--- src/sv/frustum_aabb_cull_unit_macros.svh ---
`ifndef FRUSTUM_AABB_CULL_UNIT_MACROS_SVH
`define FRUSTUM_AABB_CULL_UNIT_MACROS_SVH

// clocked on clk, held off while rst is high
`define FAC_ASSERT_NEXT(label, pre, post, msg) \
  label: assert property (@(posedge clk) disable iff (rst) (pre) |=> (post)) else $error(msg);

`define FAC_ASSERT_NOW(label, pre, post, msg) \
  label: assert property (@(posedge clk) disable iff (rst) (pre) |-> (post)) else $error(msg);

`endif

--- src/sv/fac_pkg.sv ---
`timescale 1ns / 1ps

package fac_pkg;

  localparam int COORD_WIDTH_DEF      = 16;
  localparam int NORMAL_FRAC_BITS_DEF = 14;
  localparam int ID_WIDTH_DEF         = 16;

  localparam int NUM_PLANES      = 6;
  localparam int PLANE_WIDTH     = 64;
  localparam int CFG_INDEX_WIDTH = 3;

endpackage

--- src/sv/fac_cell.sv ---
`timescale 1ns / 1ps

`include "frustum_aabb_cull_unit_macros.svh"

module fac_cell import fac_pkg::*; #(
  parameter int COORD_WIDTH      = COORD_WIDTH_DEF,
  parameter int NORMAL_FRAC_BITS = NORMAL_FRAC_BITS_DEF,
  parameter int ID_WIDTH         = ID_WIDTH_DEF,
  parameter int PLANE_INDEX      = 0,
  localparam int BW              = ID_WIDTH + 6 * COORD_WIDTH + 2
) (
  input  logic                       clk,
  input  logic                       rst,
  input  logic                       cfg_we,
  input  logic [CFG_INDEX_WIDTH-1:0] cfg_index,
  input  logic [PLANE_WIDTH-1:0]     cfg_data,
  input  logic                       up_valid,
  output logic                       up_ready,
  input  logic [BW-1:0]              up_data,
  output logic                       down_valid,
  input  logic                       down_ready,
  output logic [BW-1:0]              down_data
);

  localparam int NW  = NORMAL_FRAC_BITS + 2;
  localparam int CW  = COORD_WIDTH;
  localparam int PRW = NW + CW;
  localparam int SW  = PRW + 2;
  localparam int FW  = 3 * NW + CW;
  localparam int PW  = (FW > PLANE_WIDTH) ? FW : PLANE_WIDTH;

  // payload: {id, min z/y/x, max z/y/x, last, visible}
  localparam int HI_BASE = 2;
  localparam int LO_BASE = 2 + 3 * CW;

  logic [PLANE_WIDTH-1:0] plane;
  logic [PW-1:0]          plane_ext;

  logic signed [NW-1:0]  nrm [3];
  logic signed [CW-1:0]  crd [3];
  logic signed [PRW-1:0] prod_next [3];
  logic signed [PRW-1:0] prod [3];
  logic signed [CW-1:0]  offset;
  logic signed [SW-1:0]  sum;
  logic signed [SW-1:0]  offset_shift;
  logic                  outside;

  logic          a_valid;
  logic [BW-1:0] a_data;
  logic          a_ready;
  logic          b_valid;
  logic [BW-1:0] b_data;
  logic          b_ready;

  always_ff @(posedge clk) begin
    if (rst) begin
      plane <= '0;
    end else if (cfg_we && cfg_index == CFG_INDEX_WIDTH'(PLANE_INDEX)) begin
      plane <= cfg_data;
    end
  end

  assign plane_ext = PW'(plane);
  assign offset    = $signed(plane_ext[3*NW +: CW]);

  // p-vertex select and per-axis products
  always_comb begin
    for (int a = 0; a < 3; a++) begin
      nrm[a] = $signed(plane_ext[a*NW +: NW]);
      crd[a] = nrm[a][NW-1] ? $signed(up_data[LO_BASE + a*CW +: CW])
                            : $signed(up_data[HI_BASE + a*CW +: CW]);
      prod_next[a] = PRW'(nrm[a]) * PRW'(crd[a]);
    end
  end

  assign sum          = SW'(prod[0]) + SW'(prod[1]) + SW'(prod[2]);
  assign offset_shift = SW'(offset) <<< NORMAL_FRAC_BITS;
  assign outside      = sum < offset_shift;

  assign b_ready  = !b_valid || down_ready;
  assign a_ready  = !a_valid || b_ready;
  assign up_ready = a_ready;

  always_ff @(posedge clk) begin
    if (rst) begin
      a_valid <= 1'b0;
    end else if (a_ready) begin
      a_valid <= up_valid;
    end
  end

  always_ff @(posedge clk) begin
    if (up_valid && a_ready) begin
      a_data <= up_data;
      for (int a = 0; a < 3; a++) begin
        prod[a] <= prod_next[a];
      end
    end
  end

  always_ff @(posedge clk) begin
    if (rst) begin
      b_valid <= 1'b0;
    end else if (b_ready) begin
      b_valid <= a_valid;
    end
  end

  always_ff @(posedge clk) begin
    if (a_valid && b_ready) begin
      b_data <= {a_data[BW-1:1], a_data[0] & !outside};
    end
  end

  assign down_valid = b_valid;
  assign down_data  = b_data;

  `FAC_ASSERT_NEXT(a_cull_sticky, a_valid && b_ready && !a_data[0], !b_data[0],
                   "visible flag came back")
  `FAC_ASSERT_NEXT(a_box_kept, a_valid && b_ready,
                   b_data[BW-1:1] == $past(a_data[BW-1:1]), "box fields altered in cell")
  `FAC_ASSERT_NEXT(a_plane_write, cfg_we && cfg_index == CFG_INDEX_WIDTH'(PLANE_INDEX),
                   plane == $past(cfg_data), "plane write lost")

endmodule

--- config.mk ---
export PLATFORM = sky130hd
export DESIGN_NAME = fac_cell
export DESIGN_NICKNAME = d
export VERILOG_FILES = /design/src/sv/fac_pkg.sv /design/src/sv/fac_cell.sv
export VERILOG_INCLUDE_DIRS = /design/src /design/src/sv
export SDC_FILE = /design/constraint.sdc
export NUM_CORES = 2
export LEC_CHECK = 0
export BUFFER_PORTS_ARGS = -buffer_cell sky130_fd_sc_hd__buf_4
export CAP_MARGIN = 40
export CORE_MARGIN = 1.5
export CORE_UTILIZATION = 45
export DETAILED_ROUTE_END_ITERATION = 6
export PLACE_DENSITY_LB_ADDON = 0.3
export RECOVER_POWER = 50
export SKIP_LAST_GASP = 1
export SYNTH_ARGS = -nofsm -noshare
export SYNTH_HDL_FRONTEND = slang
export SYNTH_SLANG_ARGS = --single-unit
--- constraint.sdc ---
create_clock -name clk -period 18.37 [get_ports clk]
set_clock_uncertainty 0.2 [all_clocks]
set_input_delay 1.837 -clock clk [delete_from_list [all_inputs] [get_ports clk]]
set_output_delay 1.837 -clock clk [all_outputs]
set_load 0.05 [all_outputs]
==> results.sh <==
export IMPL_status="finished, violations left"
export IMPL_violations="capacitance limit, slew limit"
export IMPL_routed_wl_mm=100
export IMPL_worst_hold_startpoint="a_data[22]"
export IMPL_coreArea_sq_um=97000
export IMPL_power_density_nw_per_um2=74.4
export IMPL_synth_seq_cells=390
export IMPL_worst_pin_slew_ns=3.72
export IMPL_max_freq_mhz=119
export IMPL_clk_latency_ns=0.63
export IMPL_wire_per_inst_microns=17.5
export IMPL_leakage_nw=23.1
export IMPL_dp_hpwl_mm=81.1
export IMPL_cts_sinks=390
export IMPL_fin_tns_setup_ns=0
export IMPL_ff2ff_setup_slack_ns=10.43
export IMPL_final_nets=5739
export IMPL_start_kind="primary input"
export IMPL_met1_usage_pct=27.9
export IMPL_via_count=29100
export IMPL_hold_path_depth=0
export IMPL_gr_total_overflow=0
export IMPL_postLayoutCellArea_sq_um=49100
export IMPL_synthesis_nets=5482
export IMPL_ctsResizeCount=0
export IMPL_yosys_warnings=0
export IMPL_crit_required_ns=18.53
export IMPL_area_growth_pct=11.3
export IMPL_synth_edff_count=324
export IMPL_drt_pass1_iterations=5
export IMPL_grtUsageMet2_pct=35.8
export IMPL_cts_htree_levels=2
export IMPL_critPathKind="in2reg"
export IMPL_grt_pass1_wl_mm=165
export IMPL_setup_violations=0
export IMPL_grt_max_degree=65
export IMPL_die_w_microns=316
export IMPL_rr_endpoint="prod[0][63]"
export IMPL_multi_input_area_sq_um=29200
export IMPL_min_period_over_period_pct=45.7
export IMPL_placed_cell_area_sq_um=47900
export IMPL_arrival_ns=8.55
export IMPL_start_util_pct=45.5
export IMPL_cts_buffers=46
export IMPL_synth_cell_types=80
export IMPL_io_buffers=301
export IMPL_crit_fanout=15
export IMPL_drcViolationCount=0
export IMPL_holdWs_ns=0.207
export IMPL_syn_inst=4182
export IMPL_cts_clk_slew_worst_paths_ns=0.06
export IMPL_layout_commonest_cell="inv_1"
export IMPL_critPathCaptureType="flop"
export IMPL_cts_root_buf="clkbuf_16"
export IMPL_fin_crit_ns=8.39
export IMPL_grt_util_met3_pct=3.68
export IMPL_holdCritPathClass="reg2reg"
export IMPL_ctsHoldBuffers=0
export IMPL_antenna_cells=0
export IMPL_n_fill_cell=8785
export IMPL_die_area_sq_um=100000
export IMPL_drt_iter0_drc=1452
export IMPL_grt_antenna_before_repair=1
export IMPL_register_area_sq_um=11100
export IMPL_ir_drop_mv=0.103
export IMPL_maxSlewHeadroom_pct=-148
export IMPL_io_pins=302
export IMPL_cts_setup_buffers=0
export IMPL_utilization_pct=50.7
export IMPL_ant_nets=0
export IMPL_grt_pass1_vias=31100
export IMPL_finalMaxSlewViolations=201
export IMPL_synthArstFlopShare_pct=0
export IMPL_synth_area_sq_um=44100
export IMPL_final_layout_size_suffix_gt1_share_pct=8.33
export IMPL_yosysSeqAreaShare_pct=25.0
export IMPL_synthFlopType="edfxtp_1"
export IMPL_avgViaCountPerCell=5.05
export IMPL_die_y_microns=316
export IMPL_rsz0062_at_grt="no"
export IMPL_place_congestion=0.849
export IMPL_cts_tree="done"
export IMPL_reg2reg_from="plane[31]"
export IMPL_grt_usage_pct=21.1
export IMPL_r2r_cells=25
export IMPL_final_cell_mix="922 x inv_1, 817 x fa_1, 505 x nand2_1, 324 x edfxtp_1, 297 x ha_1"
export IMPL_cts_buffer_depth=3
export IMPL_rows=114
export IMPL_hold_viol_final=0
export IMPL_top_usage_layer="met2"
export IMPL_min_to="down_data[22]"
export IMPL_max_cap_violations=4
export IMPL_synth_area_per_cell_sq_um=10.6
## worst max-delay path, stage by stage
cell	delay, ns
clkbuf_4	0.11
nand2_1	0.08
inv_1	0.19
a21o_1	0.51
nand2_1	0.17
fa_1	0.55
fa_1	0.52
fa_1	0.52
inv_1	0.05
fa_1	0.48
fa_1	0.49
inv_1	0.05
fa_1	0.47
inv_1	0.04
ha_1	0.33
a2111oi_2	0.42
o211ai_1	0.18
a211oi_2	0.30
o21ai_1	0.18
a31oi_1	0.27
a21oi_1	0.19
a221o_1	0.35
a21oi_1	0.17
xnor2_1	0.09
## worst max-delay path by stage
stage	end	startpoint	depth (start not counted)	slack [ns]
4_1_cts	prod[0][30]	up_data[51]	24	10.13
3_5_place_dp	prod[0][30]	up_data[51]	24	9.46
2_1_floorplan	prod[0][30]	up_data[55]	24	10.11
6_report	prod[0][30]	up_data[51]	24	9.98
3_3_place_gp	prod[0][30]	up_data[51]	24	9.62
5_1_grt	prod[0][30]	up_data[51]	24	9.65
## metrics by stage
step	std cells	power, mW	setup slack, ns
floorplan	4182	2.31	10.11
global placement	5664	2.69	9.62
detailed placement	5667	2.72	9.46
CTS	5753	3.71	10.13
global route	5753	3.96	9.65
finish	5753	3.66	9.98
## sequential cells by signal (all words and copies together) (netlist names)
| signal | cells |
|---|---|
| a_valid | 1 |
| down_valid | 1 |
| prod | 96 |
| down_data | 114 |
| plane | 64 |
| a_data | 114 |
## power breakdown
part	internal [mW]	switching (mW)
Clock	0.564	0.394
Combinational	0.678	0.884
Sequential	1.07	0.0665
Total	2.31	1.35
## synth_stat cells, types with 6 or more instances
cell type,n,area share [%]
a31oi_1,13,0.18
xnor2_1,93,1.8
nand2_1,505,4.3
dfxtp_1,66,3.0
nand2b_1,27,0.38
nand3_1,15,0.17
nor2_1,104,0.88
o21bai_1,9,0.15
o21ai_0,52,0.59
and2_1,171,2.4
inv_1,922,7.8
mux2i_1,7,0.16
fa_1,817,37
nor2b_1,220,3.1
xor2_1,27,0.54
ha_1,297,8.4
nand4_1,13,0.18
edfxtp_1,324,22
a21boi_0,9,0.15
and3_1,6,0.085
nor3_1,35,0.40
a211oi_1,8,0.14
a21o_1,52,0.88
a21oi_1,144,1.6
or3_1,7,0.099
o21a_1,13,0.22
or2_2,14,0.20
clkbuf_1,122,1.0
o211ai_1,9,0.15
## final cells by class
cell class                 instances  area share, %
timing repair buffer             334           4.67
tap                             1276           3.25
clock buffer                      55           2.56
sequential                       390           22.5
clock inverter                    31          0.649
inverter                         922           7.04
multi-input combinational       2745           59.3
## routing by layer
metal  wire length, microns  vias to the layer above
met5                     13                        -
met4                   3020                        2
met3                   5730                      149
met2                  50100                      719
met1                  41600                    14900
li1                       -                    13300
## cells by family (layout without fill, tap and decap cells)
logic type               after synthesis  after routing  synth area share [%]
adder cells (fa/ha/maj)             1114           1114                  45.5
AO/OA/AOI/OAI                        364            364                  5.38
AND/OR/NAND/NOR                     1138           1138                  12.6
flip-flops                           390            390                  25.0
buffers and inverters               1047           1342                  8.90
multiplexers                           9              9                 0.210
XOR/XNOR                             120            120                  2.38
(Power assumes the default switching activity.)
